**src/rtl/assert_macros.svh**
```systemverilog
// ----------------------------------------------------------------------------
// Assertion macros
// Shared concurrent assertion forms, clocked on clk and held off in reset.
// ----------------------------------------------------------------------------
`ifndef ASSERT_MACROS_SVH
`define ASSERT_MACROS_SVH

// The consequent must hold in the same cycle as the antecedent.
`define ASSERT_SAME(label, ante, cons) \
    label: assert property (@(posedge clk) disable iff (!rst_n) (ante) |-> (cons)) \
        else $error("assertion failed: same-cycle implication");

// The consequent must hold in the cycle after the antecedent.
`define ASSERT_NEXT(label, ante, cons) \
    label: assert property (@(posedge clk) disable iff (!rst_n) (ante) |=> (cons)) \
        else $error("assertion failed: next-cycle implication");

`endif

```
**src/rtl/bfpa_pkg.sv**
```systemverilog
// ----------------------------------------------------------------------------
// bfpa_pkg
// Types, codes and defaults for the best-fit partition allocator.
// ----------------------------------------------------------------------------
package bfpa_pkg;

    localparam int DEF_NUM_PARTS = 64;
    localparam int DEF_SIZE_BITS = 16;

    localparam int TYPE_W = 2;
    localparam int ID_W   = 7;
    localparam int REQ_SIZE_W = 16;
    localparam int STATUS_W = 2;

    // Request type codes.
    localparam logic [TYPE_W-1:0] REQ_LOAD  = 2'd0;
    localparam logic [TYPE_W-1:0] REQ_ALLOC = 2'd1;
    localparam logic [TYPE_W-1:0] REQ_FREE  = 2'd2;

    // Status codes.
    localparam logic [STATUS_W-1:0] ST_OK       = 2'd0;
    localparam logic [STATUS_W-1:0] ST_NOFIT    = 2'd1;
    localparam logic [STATUS_W-1:0] ST_NOTFOUND = 2'd2;

    typedef struct packed {
        logic [TYPE_W-1:0]     req_type;
        logic [ID_W-1:0]       block_id;
        logic [REQ_SIZE_W-1:0] req_size;
    } req_t;

    typedef struct packed {
        logic [STATUS_W-1:0] status;
        logic [ID_W-1:0]     granted_id;
    } rsp_t;

    // Command broadcast from the controller to every cell.
    typedef enum logic [1:0] {
        CMD_NONE,
        CMD_LOAD,
        CMD_FREE,
        CMD_GRANT
    } cell_op_t;

    // Control flags of the scan token that travels down the chain.
    typedef struct packed {
        logic valid;
        logic found;
    } scan_flags_t;

endpackage

```
**src/rtl/bfpa_cell.sv**
```systemverilog
// ----------------------------------------------------------------------------
// bfpa_cell
// One partition: its size and busy flag, plus one stage of the best-fit scan.
// ----------------------------------------------------------------------------
module bfpa_cell #(
    parameter int SIZE_BITS = bfpa_pkg::DEF_SIZE_BITS,
    parameter int IDX_W     = 6,
    parameter int IDX       = 0
) (
    input  logic                  clk,
    input  logic                  rst_n,
    input  bfpa_pkg::cell_op_t    cmd_op,
    input  logic [IDX_W-1:0]      cmd_slot,
    input  logic [SIZE_BITS-1:0]  cmd_size,
    input  logic [SIZE_BITS-1:0]  want,
    input  bfpa_pkg::scan_flags_t tok_in,
    input  logic [SIZE_BITS-1:0]  slack_in,
    input  logic [IDX_W-1:0]      slot_in,
    output bfpa_pkg::scan_flags_t tok_out,
    output logic [SIZE_BITS-1:0]  slack_out,
    output logic [IDX_W-1:0]      slot_out
);
    import bfpa_pkg::*;

    logic [SIZE_BITS-1:0] size_reg, size_next;
    logic                 busy_reg, busy_next;
    scan_flags_t          tok_reg, tok_next;
    logic [SIZE_BITS-1:0] slack_reg, slack_next;
    logic [IDX_W-1:0]     slot_reg, slot_next;

    logic                 sel;
    logic                 fits;
    logic                 take;
    logic [SIZE_BITS-1:0] my_slack;

    assign sel      = (cmd_slot == IDX_W'(IDX));
    assign fits     = !busy_reg && (size_reg >= want);
    assign my_slack = size_reg - want;
    // A strict compare keeps the earlier, lower-numbered candidate on a tie.
    assign take     = tok_in.valid && fits && (!tok_in.found || (my_slack < slack_in));

    always_comb
    begin
        size_next = size_reg;
        busy_next = busy_reg;
        unique case (cmd_op)
            CMD_NONE:
            begin
            end
            CMD_LOAD:
            begin
                if (sel)
                begin
                    size_next = cmd_size;
                end
            end
            CMD_FREE:
            begin
                if (sel)
                begin
                    busy_next = 1'b0;
                end
            end
            CMD_GRANT:
            begin
                if (sel)
                begin
                    busy_next = 1'b1;
                end
            end
            default:
            begin
            end
        endcase

        tok_next.valid = tok_in.valid;
        tok_next.found = tok_in.found || take;
        slack_next     = take ? my_slack : slack_in;
        slot_next      = take ? IDX_W'(IDX) : slot_in;
    end

    always_ff @(posedge clk or negedge rst_n)
    begin
        if (!rst_n)
        begin
            size_reg <= '0;
            busy_reg <= 1'b0;
            tok_reg  <= '0;
        end
        else
        begin
            size_reg <= size_next;
            busy_reg <= busy_next;
            tok_reg  <= tok_next;
        end
    end

    always_ff @(posedge clk)
    begin
        slack_reg <= slack_next;
        slot_reg  <= slot_next;
    end

    assign tok_out   = tok_reg;
    assign slack_out = slack_reg;
    assign slot_out  = slot_reg;

endmodule

```
**config.mk**
```make
export PLATFORM = sky130hd
export DESIGN_NAME = bfpa_cell
export DESIGN_NICKNAME = d
export VERILOG_FILES = /design/src/rtl/assert_macros.svh /design/src/rtl/bfpa_pkg.sv /design/src/rtl/bfpa_cell.sv
export SDC_FILE = /design/constraint.sdc
export NUM_CORES = 1
export LEC_CHECK = 0
export BUFFER_PORTS_ARGS = -buffer_cell sky130_fd_sc_hd__buf_2
export CAP_MARGIN = 5
export CORE_MARGIN = 5
export CORE_UTILIZATION = 35
export DETAILED_ROUTE_END_ITERATION = 16
export GPL_TIMING_DRIVEN = 0
export PLACE_DENSITY_LB_ADDON = 0.2
export SLEW_MARGIN = 20
export SYNTH_ARGS = -nofsm -noshare
export SYNTH_HDL_FRONTEND = slang
export SYNTH_SLANG_ARGS = --single-unit
```
**constraint.sdc**
```tcl
create_clock -name clk -period 4.8 [get_ports clk]
set_input_delay 0.72 -clock clk [delete_from_list [all_inputs] [get_ports clk]]
set_output_delay 0.72 -clock clk [all_outputs]
set_load 0.05 [all_outputs]
```
### Yosys cells after proc, flatten, opt, wreduce, memory -nomap -nowiden

Cells that the tools add are included.

* register bits after elaboration: 41
* latch bits: 0
* logic and storage cells: 29
* input bits: 66
* bits in writable memories: 0
* memories kept: 0
* memory bits (read-only): 0

* multiply operators: 0
* bitwise operators: 0
* order comparisons: 2
* add/sub/neg operators: 1
* muxes and demuxes: 4
* equality and inequality tests: 5
* reductions and logical operators: 11
* divide/modulo/power cells: 0
* shift operators: 0

Operators by type and width (count)
* 16-bit >= comparator: 1
* 16-bit < comparator: 1
* 16-bit two-way mux: 1
* 16-bit subtractor: 1
* 6-bit zero test: 1
* 2-bit == test, second input constant: 2
* 2-bit inequality test, second input constant: 2
* 1-bit logical AND: 3
* 3-bit AND reduction: 1
* 2-bit by 1-bit == test with 1-bit output, second input constant: 1
* 1-bit zero test: 2
* 1-bit logical OR: 2
* 1-bit two-way mux: 2
* 1-bit one-hot mux with 2 select lines: 1
* 2-bit AND reduction: 1
* 2-bit nonzero test: 1

### Depth between registers and ports, before layout

Gate-level depths: netlist (run 1).

* word-level depth: 5
* gate-level depth with buffers: 16
* mapped depth without buffers: 15

### Worst setup path before layout (run 1)

Ideal clock, no wire load.

* path kind: input to register
* from: in want[0]
* to: reg slack_reg[10], in the netlist slack_out[10]
* buffers on the path: 1
* setup slack: 0.622 ns
* data required time: 4.679 ns
* data arrival time: 4.057 ns
* stages: 15
* path through: ha_1 -> fa_1 -> nand2b_1 -> a21oi_2 -> o21ai_2 -> o31a_1 -> xnor2_1 -> ha_1 -> a21oi_2 -> o21ai_1 -> a2111oi_0 -> a31oi_2 -> a211oi_4 -> buf_6 -> mux2_4

* word-level cells in the longest chain between the ends: 5
* elaborated cells between the ends (all ways): 8
* classes of those cells: add/sub (1); order compare (2); mux (1); reduce/logical (4)

Ends and longest elaborated chain
* start, declared: line bfpa_cell.sv:15 `input logic [SIZE_BITS-1:0] want,`
* 16-bit subtractor / 16-bit >= comparator (equally long branches): line bfpa_cell.sv:38, bfpa_cell.sv:37
* 16-bit < comparator / 1-bit logical AND (equally long branches): line bfpa_cell.sv:40, bfpa_cell.sv:37
* 1-bit logical OR / 1-bit logical AND (equally long branches): line bfpa_cell.sv:40 `assign take = tok_in.valid && fits && (!tok_in.found || (my_slack < slack_in));`
* 1-bit logical AND: line bfpa_cell.sv:40
* 16-bit two-way mux (*): line bfpa_cell.sv:78 `slack_next = take ? my_slack : slack_in;`
* via slack_next[10]: line bfpa_cell.sv:28 `logic [SIZE_BITS-1:0] slack_reg, slack_next;`
* end signal, assigned: line bfpa_cell.sv:100 `slack_reg <= slack_next;`
* end, declared: line bfpa_cell.sv:28

Mark *: on every way through the listed nets, which the timed path passes. The rest lies on a longest branch.
A chain may end at the register's enable or synchronous reset.

### Worst setup path in the final report (run 1)

* from: in want[8]
* to: reg slack_reg[11], in the netlist slack_out[11]

Same word-level chain as after synthesis.

==> flow_summary.yaml, run 1 <==
outcome:
  status: "complete, no violations"
worst_setup_path:
  required_ps: 4980
  cp-start-kind: "primary input"
  crit_type: "in2reg"
  critPathTopFamily: "compound AO/OA/AOI/OAI gates"
  critical_path_arrival_ps: 4510
  crit_path_start: "want[8]"
  slowest_delay_ps: 490
  critPathMaxFanout: 10
  path_common_cell: "ha_1"
  path_cells: "buf_2 > inv_1 > ha_1 > a21oi_1 > o21ai_0 > or3b_2 > mux2i_1 > nor2_1 > ha_1 > a21oi_2 > o21ai_1 > a2111oi_0 > a31oi_2 > a211oi_4 > buf_6 > mux2_4"
  r2r-start: "size_reg[0]$_DFFE_PN0P_"
  critical_path_buf_inv_count: 3
  critPathCaptureType: "register"
  slowest_stage: "or3b_2"
yosys:
  synth_edf_count: 0
  syn_nets: 369
  synth_seq_area_share: 0.343
  syn_avg_cell_area_sq_um: 9.86
  synthesis.area_sq_um: 2670
  yosysWarnings: 0
  ys_ff_latch: 41
  ys_async_sr_fraction: 0.463
  synthCells: 271
  ys.flop_type: "dfxtp_1"
  synthDistinctLibCells: 44
drt:
  wire_per_inst_microns: 12.7
  dr.first_iter.drc_count: 37
  vias: 2161
  drc: 0
  routed_wl_microns: 5930
  antenna_left: 0
  vias_per_cell: 4.63
  drtPass1Iterations: 4
clocking:
  postCtsHoldBufs: 0
  cts_tree: "built"
  cts_setup_buffers: 0
  cts_sinks: 41
  cts_root_buf: "clkbuf_8"
  cts_resized: 0
  clockBufferDepth: 2
  cts.clk_slew.worst_paths_ps: 80
  h-tree-depth: 2
  clk_latency_ps: 290
  cts_buffers: 5
pwr:
  peakVddDrop_uv: 114
  powerDensity_nw_per_um2: 273
  p_leak_nw: 1.79
finish:
  n_fill_cell: 767
  final_cells: 467
  post-route-util: 0.453
  n_antenna_cell: 0
  final_nets: 465
  drive_gt1_frac: 0.364
  synthToLayoutAreaGrowth_pct: 24.4
sta:
  skew_ps: 5.98
  final_hold_viol_count: 0
  setup_tns_ps: 0
  finalCritPeriodShare: 0.901
  setup_violations: 0
  drv_slew: 0
  worstMarginPinSlew_ps: 469
  period_needed_ps: 4330
  rsz0062_at_grt: "false"
  max_freq_mhz: 231
  slew_headroom: 0.680
global_routing:
  overflow: 0
  grt_max_degree: 20
  grt_pass1_wl_microns: 10300
  grt_pass1_vias: 2278
  grt_usage: 0.130
  antenna_found_initial: 0
floorplan:
  dieArea_sq_um: 9480
  die_x_microns: 97.4
  rows: 31
  core_region_area_sq_um: 7330
  die_height_microns: 97.4
  io_pins: 90
  start_util: 0.365
place:
  dp_hpwl_microns: 5080
  gp_congestion: 0.839
  place_inst: 459
  port_buffers: 89
hold_path:
  worstHoldPathType: "in2async"
run:
  drv_cap: 0
==> synth_stat cells, drive strengths merged, types with 5 or more instances <==
cell | n | area (sq um)
a21o | 5 | 38.8
a21oi | 21 | 113
dfrtp | 19 | 475
dfxtp | 22 | 440
ha | 31 | 388
inv | 34 | 128
mux2 | 31 | 387
nand2 | 17 | 63.8
nand2b | 5 | 31.3
nor2 | 10 | 37.5
nor2b | 6 | 37.5
o21ai | 10 | 53.8
xnor2 | 6 | 52.6
xor2 | 7 | 61.3
==> cells in the final DEF (no fill, tap or decap), drive strengths merged, types with 5 or more instances in the layout <==
| master | instances |
|---|---|
| dfxtp | 22 |
| inv | 34 |
| buf | 92 |
| nor2b | 6 |
| nor2 | 10 |
| clkbuf | 10 |
| dfrtp | 19 |
| mux2 | 31 |
| xnor2 | 6 |
| ha | 31 |
| xor2 | 7 |
| nand2b | 5 |
| o21ai | 10 |
| nand2 | 17 |
| a21o | 5 |
| a21oi | 21 |
==> cells by family (layout without fill, tap and decap cells) <==
family	after synthesis	after routing	synth area share
simple gates	56	56	0.107
mux	35	35	0.160
flops	41	41	0.343
fa+ha+maj	32	32	0.153
compound gates	53	53	0.132
buf+inv	41	138	0.0637
xor+xnor	13	13	0.0426
==> per-stage QoR <==
step / worst slack [ps] / power (mW) / area (sq um) / hold slack (ps)
floorplan: 622 / 0.612 / 2670 / 424
global placement: 143 / 0.693 / 3240 / 491
detailed placement: 159 / 0.700 / 3240 / 501
CTS: 435 / 0.922 / 3320 / 375
global route: 87.1 / 0.973 / 3320 / 411
finish: 474 / 0.907 / 3320 / 368
==> final timing paths <==
check | endpoint | cells after the start | slack (ps)
worst max-delay path | slack_out[11]$_DFF_P_ | 16 | 470
worst min-delay path | tok_out[0]$_DFF_PN0_ | 1 | 370
worst max register to register | slack_out[11]$_DFF_P_ | 16 | 630
worst min register to register | size_reg[7]$_DFFE_PN0P_ | 1 | 510
max in group asynchronous | size_reg[13]$_DFFE_PN0P_ | 1 | 4130
min in group clk | size_reg[7]$_DFFE_PN0P_ | 1 | 510
==> metal layers <==
metal	wire length, microns	vias up	track usage
met5	0	-	0
met4	72	0	0.0394
met3	369	8	0.0273
met2	2670	68	0.209
met1	2820	955	0.174
li1	-	1130	-
==> where the power goes <==
part | internal (mW) | leakage, nW | switching [mW] | total [mW]
Sequential | 0.365 | 0.440 | 0.00881 | 0.374
Clock | 0.101 | 0.0450 | 0.116 | 0.217
Combinational | 0.132 | 1.30 | 0.185 | 0.316
==> cell type report <==
type / instances / area, sq um / share of cell area
repair buffers: 89 / 445 / 0.134
clock inverters: 2 / 10.0 / 0.00301
flip-flops and latches: 41 / 916 / 0.275
clock buffers: 6 / 72.6 / 0.0218
inverters: 34 / 128 / 0.0384
multi-input cells: 189 / 1590 / 0.477
plain buffers: 7 / 42.5 / 0.0128
well taps: 99 / 124 / 0.0373
No activity file was read; power rests on OpenSTA's default activity.
==> inputs of run 2 (changes only) <==
--- a/config.mk
+++ b/config.mk
@@ -8,11 +8,11 @@
 export BUFFER_PORTS_ARGS = -buffer_cell sky130_fd_sc_hd__buf_2
 export CAP_MARGIN = 5
 export CORE_MARGIN = 5
-export CORE_UTILIZATION = 35
+export CORE_UTILIZATION = 30
 export DETAILED_ROUTE_END_ITERATION = 16
 export GPL_TIMING_DRIVEN = 0
 export PLACE_DENSITY_LB_ADDON = 0.2
-export SLEW_MARGIN = 20
+export SLEW_MARGIN = 0
 export SYNTH_ARGS = -nofsm -noshare
 export SYNTH_HDL_FRONTEND = slang
 export SYNTH_SLANG_ARGS = --single-unit
==> run 2 against run 1 <==
  * Cell count up 1.9%
  * Setup slack worse by 89 ps
  * Clock skew up 0.78 ps
  * Flip-flop and latch count unchanged
  * Register-to-register slack worse by 80 ps
  * Fmax down 2.0%
  * Global-route usage down 1.5 points
  * Power up 3.8%
  * Sequential power about the same
  * Die area up 15%
  * Non-clock buffer count unchanged
  * Critical path type unchanged
  * Critical endpoint is now slack_out[14]$_DFF_P_
  * Largest power group unchanged
==> flow_summary.yaml, run 2 (synthesized netlist as in run 1, its figures left out) <==
clocking:
  cts_tree: "built"
  h-tree-depth: 2
  cts_buffers: 5
  clk_latency_ps: 290
  cts.clk_slew.worst_paths_ps: 80
  cts_sinks: 41
  cts_setup_buffers: 0
  clockBufferDepth: 2
  cts_resized: 0
  cts_root_buf: "clkbuf_8"
  postCtsHoldBufs: 0
sta:
  period_needed_ps: 4420
  worst_slack_ps: 385
  skew_ps: 6.75
  setup_tns_ps: 0
  slew_headroom: 0.650
  drv_slew: 0
  setup_violations: 0
  finalCritPeriodShare: 0.920
  rsz0062_at_grt: "false"
  max_freq_mhz: 226
  final_hold_viol_count: 0
  worstMarginPinSlew_ps: 512
drt:
  highest_layer: "met4"
  antenna_left: 0
  vias: 2172
  routed_wl_microns: 6210
  wl_met2_microns: 2850
  vias_per_cell: 4.56
  dr_wl_met3_microns: 349
  wl_met1_microns: 2900
  drc: 0
  drtPass1Iterations: 4
  dr.first_iter.drc_count: 32
  wire_per_inst_microns: 13.0
worst_setup_path:
  critPathTopFamily: "compound AO/OA/AOI/OAI gates"
  r2r-start: "size_reg[8]$_DFFE_PN0P_"
  critPathCaptureType: "register"
  crit_type: "in2reg"
  slowest_delay_ps: 510
  critical_path_arrival_ps: 4590
  slowest_stage: "a2111oi_0"
  required_ps: 4980
  cp-start-kind: "primary input"
  path_common_cell: "ha_1"
  critical_path_buf_inv_count: 3
  crit_path_start: "want[8]"
  path_cells: "buf_2 > inv_1 > ha_1 > a21oi_1 > o21ai_0 > or3b_2 > mux2i_1 > nor2_1 > ha_1 > a21oi_2 > o21ai_1 > a2111oi_0 > a31oi_2 > a211oi_4 > buf_6 > mux2_1"
  critPathMaxFanout: 10
pwr:
  p_sw_uw: 314
  peakVddDrop_uv: 101
  seqPwrFrac: 0.397
  switching_share: 0.334
  p_clk_frac: 0.267
  p_leak_nw: 1.80
  combPwrFrac: 0.336
  p_int_uw: 627
  powerDensity_nw_per_um2: 281
place:
  gp_congestion: 0.845
  place_worst_setup_slack_ps: 63.6
  port_buffers: 89
  place_area_sq_um: 3250
  dp_hpwl_microns: 5330
finish:
  drive_gt1_frac: 0.367
  design_area_sq_um: 3350
  n_antenna_cell: 0
  final_common_cell: "buf_2"
  layout_common_cells: "buf_2, inv_1, ha_1"
  synthToLayoutAreaGrowth_pct: 25.5
  final_nets: 465
global_routing:
  grt_pass1_vias: 2228
  grt_pass1_wl_microns: 10300
  grt_max_degree: 20
  overflow: 0
  antenna_found_initial: 0
  grt_usage: 0.115
floorplan:
  io_pins: 90
  dieArea_sq_um: 10900
  die_height_microns: 104
  core_region_area_sq_um: 8720
  rows: 34
  start_util: 0.306
  die_x_microns: 104
hold_path:
  worstHoldPathType: "in2async"
run:
  drv_cap: 0
outcome:
  status: "complete, no violations"
-- run 2: changes by cell type in the layout (fill, tap and decap cells not counted) --
cell / delta
clkbuf_1: -1
clkbuf_8: +2
clkinv_2: -1
-- run 2: layout make-up --
cell class,count,area (sq um)
fillers,902,5370
multi-input cells,189,1590
flip-flops and latches,41,916
repair buffers,89,445
well taps,108,135
inverters,34,128
clock buffers,7,96.3
plain buffers,7,42.5
clock inverters,1,5.00
-- run 2: final timing paths --
path,endpoint,cells after the start,slack (ps)
worst max-delay path,slack_out[14]$_DFF_P_,16,380
worst min-delay path,size_reg[1]$_DFFE_PN0P_,1,360
worst max register to register,slack_out[14]$_DFF_P_,14,550
worst min register to register,size_reg[15]$_DFFE_PN0P_,1,510
max in group asynchronous,size_reg[11]$_DFFE_PN0P_,1,4120
min in group clk,size_reg[15]$_DFFE_PN0P_,1,510
-- run 2: stage by stage --
step	std cells	power [mW]	utilization	hold slack (ps)
3_3_place_gp	468	0.696	0.373	487
3_5_place_dp	468	0.702	0.373	496
6_report	476	0.941	0.385	362
2_1_floorplan	271	0.612	-	424
4_1_cts	476	0.963	0.385	376
5_1_grt	476	1.02	0.385	391
-- run 2: power by group through the flow --
stage | logic [mW] | clock network, mW | registers (mW)
after floorplan | 0.194 | 0 | 0.418
after global placement | 0.315 | 0 | 0.381
after detailed placement | 0.320 | 0 | 0.382
after CTS | 0.322 | 0.267 | 0.374
after global routing | 0.358 | 0.284 | 0.377
final | 0.316 | 0.252 | 0.373
-- run 2: metal layers --
| metal | up-vias | track usage |
|---|---|---|
| li1 | 1132 | - |
| met1 | 975 | 0.155 |
| met2 | 58 | 0.178 |
| met3 | 7 | 0.0286 |
| met4 | 0 | 0.0370 |
| met5 | - | 0 |
==> inputs of run 3 (changes only) <==
--- a/config.mk
+++ b/config.mk
@@ -6,8 +6,8 @@
 export NUM_CORES = 1
 export LEC_CHECK = 0
 export BUFFER_PORTS_ARGS = -buffer_cell sky130_fd_sc_hd__buf_2
-export CAP_MARGIN = 5
-export CORE_MARGIN = 5
+export CAP_MARGIN = 40
+export CORE_MARGIN = 3
 export CORE_UTILIZATION = 30
 export DETAILED_ROUTE_END_ITERATION = 16
 export GPL_TIMING_DRIVEN = 0
==> run 3 against run 2 <==
  * Cell area decreased by 0.67%
  * Die area decreased by 7.5%
  * Critical path depth increased by 1
  * First-iteration DRC count increased by 130%
  * Highest routed layer unchanged
  * Largest cell class unchanged
  * Critical path type unchanged
  * Sequential share of layout area increased by 0.18 points
==> flow_summary.yaml, run 3 (synthesized netlist as in run 1, its figures left out) <==
drt:
  drc: 0
  dr.first_iter.drc_count: 72
  vias_per_cell: 4.50
  routed_wl_microns: 6050
  wire_per_inst_microns: 12.8
  vias: 2127
  antenna_left: 0
  drtPass1Iterations: 4
finish:
  n_fill_cell: 917
  final_nets: 465
  post-route-util: 0.396
  layout_common_cells: "buf_2, inv_1, ha_1"
  drive_gt1_frac: 0.364
  n_antenna_cell: 0
  synthToLayoutAreaGrowth_pct: 24.7
  final_common_cell: "buf_2"
sta:
  setup_tns_ps: 0
  skew_ps: 6.06
  worstMarginPinSlew_ps: 499
  drv_slew: 0
  rsz0062_at_grt: "false"
  final_hold_viol_count: 0
  finalCritPeriodShare: 0.904
  setup_violations: 0
  max_freq_mhz: 230
  period_needed_ps: 4340
  slew_headroom: 0.659
floorplan:
  die_height_microns: 100
  start_util: 0.317
  dieArea_sq_um: 10100
  io_pins: 90
  rows: 33
  die_x_microns: 100
  core_region_area_sq_um: 8420
worst_setup_path:
  critPathCaptureType: "register"
  critical_path_arrival_ps: 4530
  critPathMaxFanout: 10
  path_common_cell: "ha_1"
  cp-start-kind: "primary input"
  required_ps: 4990
  crit_type: "in2reg"
  path_cells: "buf_2 > inv_1 > ha_1 > clkbuf_1 > a21oi_1 > o21ai_0 > or3b_2 > mux2i_1 > nor2_1 > ha_1 > a21oi_2 > o21ai_1 > a2111oi_0 > a31oi_2 > a211oi_4 > buf_6 > mux2_4"
  slowest_delay_ps: 500
  slowest_stage: "or3b_2"
global_routing:
  grt_pass1_wl_microns: 10100
  antenna_found_initial: 0
  grt_max_degree: 20
  grt_pass1_vias: 2193
  grt_usage: 0.126
  overflow: 0
clocking:
  cts_root_buf: "clkbuf_8"
  clockBufferDepth: 2
  clk_latency_ps: 300
  cts_resized: 0
  h-tree-depth: 2
  cts.clk_slew.worst_paths_ps: 80
  cts_buffers: 5
  cts_tree: "built"
  cts_sinks: 41
  cts_setup_buffers: 0
  postCtsHoldBufs: 0
pwr:
  powerDensity_nw_per_um2: 273
  p_leak_nw: 1.79
  p_total_uw: 910
  peakVddDrop_uv: 103
outcome:
  status: "complete, no violations"
place:
  gp_congestion: 0.855
  dp_hpwl_microns: 5170
  port_buffers: 89
hold_path:
  worstHoldPathType: "in2async"
run:
  drv_cap: 0
==> run 3: cell count changes in the layout (fill, tap and decap cells not counted), sizes merged <==
cell,delta
clkbuf,-1
clkinv,+1
==> run 3: worst max-delay path: cells and delay by family <==
family,cells,cell delay (ps)
AOI/OAI and AO/OA,7,1670
adders and majority gates,2,580
buffers and inverters,4,530
muxes,2,460
and+or+nand+nor,2,580
==> run 3: cell type report <==
| type | count | area, sq um | area share |
|---|---|---|---|
| Clock inverter | 2 | 10.0 | 0.00300 |
| Multi-Input combinational cell | 189 | 1590 | 0.476 |
| Tap cell | 105 | 131 | 0.0394 |
| Timing Repair Buffer | 89 | 445 | 0.134 |
| Inverter | 34 | 128 | 0.0383 |
| Clock buffer | 6 | 72.6 | 0.0218 |
| Sequential cell | 41 | 916 | 0.275 |
| Buffer | 7 | 42.5 | 0.0128 |
==> run 3: final timing paths <==
path	start	end	slack (ps)	cells after the start
max in group asynchronous	rst_n	size_reg[12]$_DFFE_PN0P_	4130	1
min in group clk	busy_reg$_DFFE_PN0P_	busy_reg$_DFFE_PN0P_	510	1
max reg2reg	size_reg[10]$_DFFE_PN0P_	slack_out[4]$_DFF_P_	630	15
max	want[10]	slack_out[4]$_DFF_P_	460	17
min	rst_n	tok_out[0]$_DFF_PN0_	360	1
min reg2reg	busy_reg$_DFFE_PN0P_	busy_reg$_DFFE_PN0P_	510	1
==> run 3: stage by stage <==
step / hold WS, ps / instance area (sq um) / setup slack [ps] / std cells
after detailed placement: 502 / 3250 / 110 / 465
after floorplan: 424 / 2670 / 622 / 271
after global routing: 390 / 3330 / 80.6 / 473
final: 362 / 3330 / 460 / 473
after global placement: 488 / 3250 / 98.6 / 465
after CTS: 370 / 3330 / 381 / 473
==> run 3: metal layers <==
layer | track usage | share of wire | wire length, microns | up-vias
met5 | 0 | 0 | 0 | -
met4 | 0.0404 | 0.016 | 97 | 0
met3 | 0.0264 | 0.060 | 362 | 11
met2 | 0.193 | 0.44 | 2640 | 63
met1 | 0.177 | 0.49 | 2950 | 923
li1 | - | - | - | 1130
==> run 3: report_power, final <==
part / switching, mW / total (mW) / leakage (nW) / internal (mW)
clock network: 0.117 / 0.218 / 0.0450 / 0.101
registers: 0.00887 / 0.374 / 0.440 / 0.365
logic: 0.186 / 0.318 / 1.30 / 0.132
